--- src/hw/rtl/kdsl_pkg.sv ---
// ----------------------------------------------------------------------------
// kdsl_pkg: shared types and constants of the key debouncer
// Word layouts, mode and event codes, register indexes and per-key limits.
// ----------------------------------------------------------------------------
package kdsl_pkg;

  localparam int unsigned KEYS     = 4;
  localparam int unsigned RAW_BITS = 4;

  localparam logic [7:0]  RUN_MAX  = 8'hFF;
  localparam logic [31:0] HELD_CAP = 32'hFFFF_FF00;

  localparam logic [9:0]  SCAN_PERIOD_RST = 10'd10;
  localparam logic [15:0] LONG_PRESS_RST  = 16'd1000;
  localparam logic [7:0]  DEBOUNCE_RST    = 8'd3;

  typedef enum logic [1:0] {
    MODE_SCAN    = 2'd0,
    MODE_READ    = 2'd1,
    MODE_CLR_ONE = 2'd2,
    MODE_CLR_ALL = 2'd3
  } mode_e;

  typedef enum logic [1:0] {
    EV_NONE  = 2'd0,
    EV_SHORT = 2'd1,
    EV_LONG  = 2'd2
  } event_e;

  typedef enum logic [1:0] {
    REG_SCAN_PERIOD = 2'd0,
    REG_LONG_PRESS  = 2'd1,
    REG_DEBOUNCE    = 2'd2
  } reg_idx_e;

  typedef struct packed {
    logic [1:0] mode;
    logic [3:0] raw_levels;
    logic [1:0] key_index;
  } in_word_t;

  typedef struct packed {
    logic [1:0] press_event;
    logic [3:0] pressed_mask;
  } out_word_t;

  typedef struct packed {
    logic [9:0]  scan_period_ms;
    logic [15:0] long_press_ms;
    logic [7:0]  debounce_count;
  } cfg_t;

  typedef struct packed {
    logic scan;
    logic level;
    logic clear;
  } key_ctrl_t;

endpackage

--- src/hw/rtl/kdsl_key.sv ---
// ----------------------------------------------------------------------------
// kdsl_key: debounce and press timing of one key
// Holds the run counter, debounced level, held time and pending event.
// ----------------------------------------------------------------------------
module kdsl_key
  import kdsl_pkg::*;
(
  input  logic       clk_i,
  input  logic       rst_ni,
  input  cfg_t       cfg_i,
  input  key_ctrl_t  ctrl_i,
  output logic [1:0] pending_o,
  output logic       pressed_d_o
);

  logic        last_q, last_d;
  logic [7:0]  run_q, run_d;
  logic        pressed_q, pressed_d;
  logic        long_done_q, long_done_d;
  logic [31:0] held_q, held_d;
  logic [1:0]  pending_q, pending_d;

  logic [7:0]  run_next;
  logic [31:0] held_grow;
  logic [31:0] long_ext;
  logic        now_pressed;

  assign long_ext    = {16'd0, cfg_i.long_press_ms};
  assign now_pressed = ~ctrl_i.level;
  assign held_grow   = (held_q < HELD_CAP) ? held_q + {22'd0, cfg_i.scan_period_ms} : held_q;

  always_comb begin
    if (ctrl_i.level == last_q) begin
      run_next = (run_q == RUN_MAX) ? run_q : run_q + 8'd1;
    end else begin
      run_next = 8'd1;
    end
  end

  always_comb begin
    last_d      = last_q;
    run_d       = run_q;
    pressed_d   = pressed_q;
    long_done_d = long_done_q;
    held_d      = held_q;
    pending_d   = pending_q;
    if (ctrl_i.scan) begin
      last_d = ctrl_i.level;
      run_d  = run_next;
      if (run_next >= cfg_i.debounce_count) begin
        if (now_pressed != pressed_q) begin
          if (!now_pressed && !long_done_q && (held_q < long_ext)) begin
            pending_d = EV_SHORT;
          end
          held_d      = '0;
          long_done_d = 1'b0;
          pressed_d   = now_pressed;
        end else if (now_pressed) begin
          held_d = held_grow;
          if (!long_done_q && (held_grow >= long_ext)) begin
            pending_d   = EV_LONG;
            long_done_d = 1'b1;
          end
        end
      end
    end else if (ctrl_i.clear) begin
      pending_d = EV_NONE;
    end
  end

  always_ff @(posedge clk_i or negedge rst_ni) begin
    if (!rst_ni) begin
      last_q      <= 1'b1;
      run_q       <= '0;
      pressed_q   <= 1'b0;
      long_done_q <= 1'b0;
      held_q      <= '0;
      pending_q   <= EV_NONE;
    end else begin
      last_q      <= last_d;
      run_q       <= run_d;
      pressed_q   <= pressed_d;
      long_done_q <= long_done_d;
      held_q      <= held_d;
      pending_q   <= pending_d;
    end
  end

  assign pending_o   = pending_q;
  assign pressed_d_o = pressed_d;

  a_long_needs_press: assert property (@(posedge clk_i) disable iff (!rst_ni)
    long_done_q |-> pressed_q) else $error("long press flag set on released key");

  a_held_needs_press: assert property (@(posedge clk_i) disable iff (!rst_ni)
    (held_q != 32'd0) |-> pressed_q) else $error("held time nonzero on released key");

  a_pending_code: assert property (@(posedge clk_i) disable iff (!rst_ni)
    (pending_q == EV_NONE) || (pending_q == EV_SHORT) || (pending_q == EV_LONG))
    else $error("pending event holds a reserved code");

endmodule

--- src/hw/rtl/key_debounce_short_long_press.sv ---
// ----------------------------------------------------------------------------
// key_debounce_short_long_press: four-key debouncer with short/long events
// The result word is registered behind the input register; one word per cycle while the output is not stalled.
// The input register feeds per-key update logic that writes the result register.
// A stalled result word holds both registers and stalls the input.
// Reset clears all key state, loads register defaults, empties both stages.
// ----------------------------------------------------------------------------
module key_debounce_short_long_press
  import kdsl_pkg::*;
(
  input  logic        clk_i,
  input  logic        rst_ni,
  input  logic        in_valid_i,
  output logic        in_stall_o,
  input  in_word_t    in_word_i,
  output logic        out_valid_o,
  input  logic        out_stall_i,
  output out_word_t   out_word_o,
  input  logic        cfg_valid_i,
  output logic        cfg_ready_o,
  input  logic [1:0]  cfg_index_i,
  input  logic [15:0] cfg_data_i
);

  cfg_t      cfg_q;
  in_word_t  in_q;
  logic      in_vld_q;
  out_word_t out_q, out_d;
  logic      out_vld_q;
  logic      advance;

  key_ctrl_t  ctrl   [KEYS];
  logic [1:0] pending[KEYS];
  logic [KEYS-1:0] pressed_nxt;

  assign cfg_ready_o = 1'b1;

  always_ff @(posedge clk_i or negedge rst_ni) begin
    if (!rst_ni) begin
      cfg_q.scan_period_ms <= SCAN_PERIOD_RST;
      cfg_q.long_press_ms  <= LONG_PRESS_RST;
      cfg_q.debounce_count <= DEBOUNCE_RST;
    end else if (cfg_valid_i) begin
      unique case (cfg_index_i)
        REG_SCAN_PERIOD: cfg_q.scan_period_ms <= cfg_data_i[9:0];
        REG_LONG_PRESS:  cfg_q.long_press_ms  <= cfg_data_i;
        REG_DEBOUNCE:    cfg_q.debounce_count <= cfg_data_i[7:0];
        default: ;
      endcase
    end
  end

  assign advance    = in_vld_q && (!out_vld_q || !out_stall_i);
  assign in_stall_o = in_vld_q && !advance;

  always_ff @(posedge clk_i or negedge rst_ni) begin
    if (!rst_ni) begin
      in_vld_q <= 1'b0;
    end else if (in_valid_i && !in_stall_o) begin
      in_vld_q <= 1'b1;
    end else if (advance) begin
      in_vld_q <= 1'b0;
    end
  end

  always_ff @(posedge clk_i) begin
    if (in_valid_i && !in_stall_o) begin
      in_q <= in_word_i;
    end
  end

  for (genvar k = 0; k < KEYS; k++) begin : g_key
    always_comb begin
      ctrl[k].scan  = advance && (in_q.mode == MODE_SCAN);
      ctrl[k].level = (k < RAW_BITS) ? in_q.raw_levels[k % RAW_BITS] : 1'b1;
      ctrl[k].clear = advance && ((in_q.mode == MODE_CLR_ALL) ||
                      (((in_q.mode == MODE_READ) || (in_q.mode == MODE_CLR_ONE)) &&
                       ({30'd0, in_q.key_index} == k)));
    end

    kdsl_key u_key (
      .clk_i       (clk_i),
      .rst_ni      (rst_ni),
      .cfg_i       (cfg_q),
      .ctrl_i      (ctrl[k]),
      .pending_o   (pending[k]),
      .pressed_d_o (pressed_nxt[k])
    );
  end

  always_comb begin
    out_d = '0;
    for (int k = 0; k < KEYS; k++) begin
      if ((in_q.mode == MODE_READ) && ({30'd0, in_q.key_index} == k)) begin
        out_d.press_event = pending[k];
      end
      if (k < RAW_BITS) begin
        out_d.pressed_mask[k % RAW_BITS] = pressed_nxt[k];
      end
    end
  end

  always_ff @(posedge clk_i or negedge rst_ni) begin
    if (!rst_ni) begin
      out_vld_q <= 1'b0;
    end else if (advance) begin
      out_vld_q <= 1'b1;
    end else if (!out_stall_i) begin
      out_vld_q <= 1'b0;
    end
  end

  always_ff @(posedge clk_i) begin
    if (advance) begin
      out_q <= out_d;
    end
  end

  assign out_valid_o = out_vld_q;
  assign out_word_o  = out_q;

endmodule

--- config.mk ---
export PLATFORM = sky130hd
export DESIGN_NAME = key_debounce_short_long_press
export DESIGN_NICKNAME = d
export VERILOG_FILES = /design/src/hw/rtl/kdsl_pkg.sv /design/src/hw/rtl/kdsl_key.sv /design/src/hw/rtl/key_debounce_short_long_press.sv
export SDC_FILE = /design/constraint.sdc
export NUM_CORES = 1
export LEC_CHECK = 0
export ABC_CLOCK_PERIOD_IN_PS = 6200
export BUFFER_PORTS_ARGS = -buffer_cell sky130_fd_sc_hd__buf_2
export CORE_MARGIN = 5
export CORE_UTILIZATION = 40
export DETAILED_ROUTE_END_ITERATION = 16
export GPL_TIMING_DRIVEN = 0
export SYNTH_ARGS = -nofsm -noshare
export SYNTH_HDL_FRONTEND = slang
export SYNTH_SLANG_ARGS = --single-unit
export TNS_END_PERCENT = 1
--- constraint.sdc ---
create_clock -name clk_i -period 6.2 [get_ports clk_i]
set_input_delay 0.93 -clock clk_i [delete_from_list [all_inputs] [get_ports clk_i]]
set_output_delay 0.93 -clock clk_i [all_outputs]
set_load 0.02 [all_outputs]
==> impl_metrics.toml <==
[outcome]
outcome = "finished clean"

[cts]
cts_hold_buf = 0
clk_path_buf_depth = 3
cts_tree = "yes"
numCtsBuffers = 30
clkSinkCount = 230
worstSkewPairLatency_ps = 610
htreeDepth = 1
cts_setup_buffers = 0
clock-root-buffer = "clkbuf_16"
cts.clk_slew.worst_paths_ps = 60
cts-resized-gates = 0

[die]
core_um2 = 46600
dieArea_um2 = 51500
io_pins = 40
die_h_um = 227
die_w_um = 227
start_util_pct = 40.4
rows = 79

[pwr]
intPower_mw = 3.50
pwr-share-comb_pct = 32.5
swShare_pct = 37.1
pwr-share-seq_pct = 33.8
leakage_nw = 9.14
switching_power_mw = 2.06
powerDensity_nw_per_um2 = 266
clockPowerShare_pct = 33.7
irDropWorstVdd_uv = 231

[route]
post_drt_wl_per_cell_um = 20.4
met3_length_um = 3280
drc_errors = 0
ant_nets = 0
highest_layer = "met4"
drt-vias-per-instance = 5.96
first_pass_iters = 7
m1WireLength_um = 27400
wirelength_um = 59600
vias = 17400
dr_wl_met2_um = 27200
drt_iter0_markers = 1477

[place]
port_buffers = 38
dpl.hpwl_um = 44500
dp_cells = 2861
place.gp.congestion = 0.895
post-place-ws_ps = 778

[global_routing]
grt_pass1_vias = 16800
grt_pass1_wl_um = 93500
gr-usage-all-layers_pct = 22.5
antenna_found_initial = 0
grt_max_degree = 98
grt.overflow.total = 0

[setup_path]
reg2reg_slack_ps = 710
cp_data_arrival_time_ps = 6020
path_max_fanout = 9
r2r_end = "g_key[1].u_key.pending_o[0]$_DFFE_PN0P_"
r2r_start = "cfg_q[25]$_DFFE_PN1P_"
cp.required_ps = 6730
startpoint_type = "flop"
critical_path_class = "flop to flop"
crit_path_end_kind = "flop"
r2r_cells = 18

[sta]
maxSlewHeadroom_pct = 13.5
post-route-min-period_ps = 5490
fin_skew_ps = 34.0
finalSetupViolations = 0
finalCritPeriodShare_pct = 88.6
hold_viol = 0
fmax_mhz = 182
tightest_slew_ps = 1280
setup_tns_ps = 0
timing.final.ws_setup_ps = 706
fin_hold_ws_ps = 240
rsz0062_at_grt = "no"
finalMaxSlewViolations = 0

[job]
drv_cap = 0

[synth]
synth_edf_count = 14
synth.most_common_cell = "nand2_1"
synth_seq_cells = 230
synthesis.instances = 2213
yosysUniqueCellTypes = 89
yosysTopAreaCellShare_pct = 26.9
synth_ff_type = "dfrtp_1"
avgSynthCellArea_um2 = 8.51
async_flop_share_pct = 93.9
ys_seq_area_share_pct = 31.0
ys_warn_count = 0
syn-num-nets = 2455
synth_common_cells = "254 x nand2_1, 207 x ha_1, 202 x dfrtp_1"
synth_area_leader_cell = "dfrtp_1"
syn_area_um2 = 18800
synth.area.top_cells = "dfrtp_1 27%, ha_1 14%, nand2_1 5.1%"

[final_layout]
multiInputGateArea_um2 = 12200
fin_cells = 2918
nets = 2528
fillers = 4562
synthToLayoutAreaGrowth_pct = 11.1
seqCellArea_um2 = 5840
drive_gt1_share_pct = 9.74

[min_path]
hold_class = "input port to asynchronous set/reset pin"
## logic make-up after synthesis
logic type	count (synthesis)	share of synthesized area [%]
AND/OR/NAND/NOR	839	22.2
buffers and inverters	184	3.91
AO/OA/AOI/OAI	602	20.9
XOR/XNOR	71	3.30
flip-flops	230	31.0
other	1	0.0199
multiplexers	75	4.45
adder cells (fa/ha/maj)	211	14.2
## worst max path at each step
stage / startpoint / to / slack [ps] / depth (start not counted)
global placement: rst_ni / g_key[2].u_key.held_q[26]$_DFFE_PN0P_ / 120 / 1
floorplan: cfg_q[25]$_DFFE_PN1P_ / g_key[1].u_key.pending_o[0]$_DFFE_PN0P_ / 1850 / 18
CTS: ctrl[1]$_DFFE_PP_ / g_key[3].u_key.held_q[5]$_DFFE_PN0P_ / 740 / 14
global route: g_key[3].u_key.run_q[0]$_DFFE_PN0P_ / g_key[3].u_key.held_q[5]$_DFFE_PN0P_ / 390 / 18
finish: cfg_q[25]$_DFFE_PN1P_ / g_key[1].u_key.pending_o[0]$_DFFE_PN0P_ / 710 / 18
detailed placement: cfg_q[25]$_DFFE_PN1P_ / g_key[1].u_key.pending_o[0]$_DFFE_PN0P_ / 780 / 18
## cell usage in the layout, fill, tap and decap left out, types with 51 or more instances in the layout
cell type	synthesis	routed
nor2_1	139	139
inv_1	71	71
ha_1	207	207
nand4_1	51	51
nand2_1	254	254
a21oi_1	141	141
dfrtp_1	202	202
nand3_1	97	97
o21ai_0	159	159
clkbuf_1	87	93
nor3_1	76	76
a21o_1	52	52
buf_2	14	51
## sequential cells by signal (all words and copies together), names as in the netlist
register                 flops
out_word_o                   6
cfg_q                       34
g_key.u_key.pending_o        8
g_key.u_key.last_q           4
g_key.u_key.held_q         128
g_key.u_key.long_done_q      4
out_valid_o                  1
ctrl                         4
in_vld_q                     1
g_key.u_key.run_q           32
g_key.u_key.pressed_q        4
in_q                         4
## layout make-up
cell class / count / share of cell area, %
repair buffers: 41 / 1.29
flip-flops and latches: 230 / 27.9
inverters: 73 / 1.31
diodes: 1 / 0.0120
clock buffers: 43 / 4.16
well taps: 607 / 3.63
plain buffers: 111 / 2.21
multi-input cells: 1799 / 58.5
clock inverters: 13 / 0.921
## power groups by stage
stage	Combinational, mW	Clock [mW]	Sequential (mW)
after floorplan	1.25	0	1.82
after global placement	1.71	0	1.89
after detailed placement	1.78	0	1.90
after CTS	1.79	1.91	1.87
after global routing	2.03	1.98	1.89
final	1.81	1.87	1.88
## per-layer routing
layer	up-vias	track usage, %
li1	8342	-
met1	8452	31.0
met2	497	37.0
met3	99	3.20
met4	0	6.62
met5	-	0
## worst max-delay path, stage by stage (launching register included)
cell and delay [ps]:
dfstp_2 590, inv_1 190, fa_1 470, nor2b_1 240, o31a_1 250, a21o_1 250, o21ai_1 190, or2_2 340
clkbuf_1 220, or3_1 380, nand2_1 110, ha_1 240, nand4_1 90, a311oi_1 60, a2111o_1 420, nor4_1 340
nand4_1 360, or4_1 530, a21oi_1 160
## stage by stage
stage,total power [mW],instance area [µm²],util [%]
after floorplan,3.07,18800,-
after global placement,3.60,19800,42.5
after detailed placement,3.68,19900,42.7
after CTS,5.58,20900,44.9
after global routing,5.90,20900,44.9
final,5.56,20900,44.9
Power figures use the tool's default switching activity.
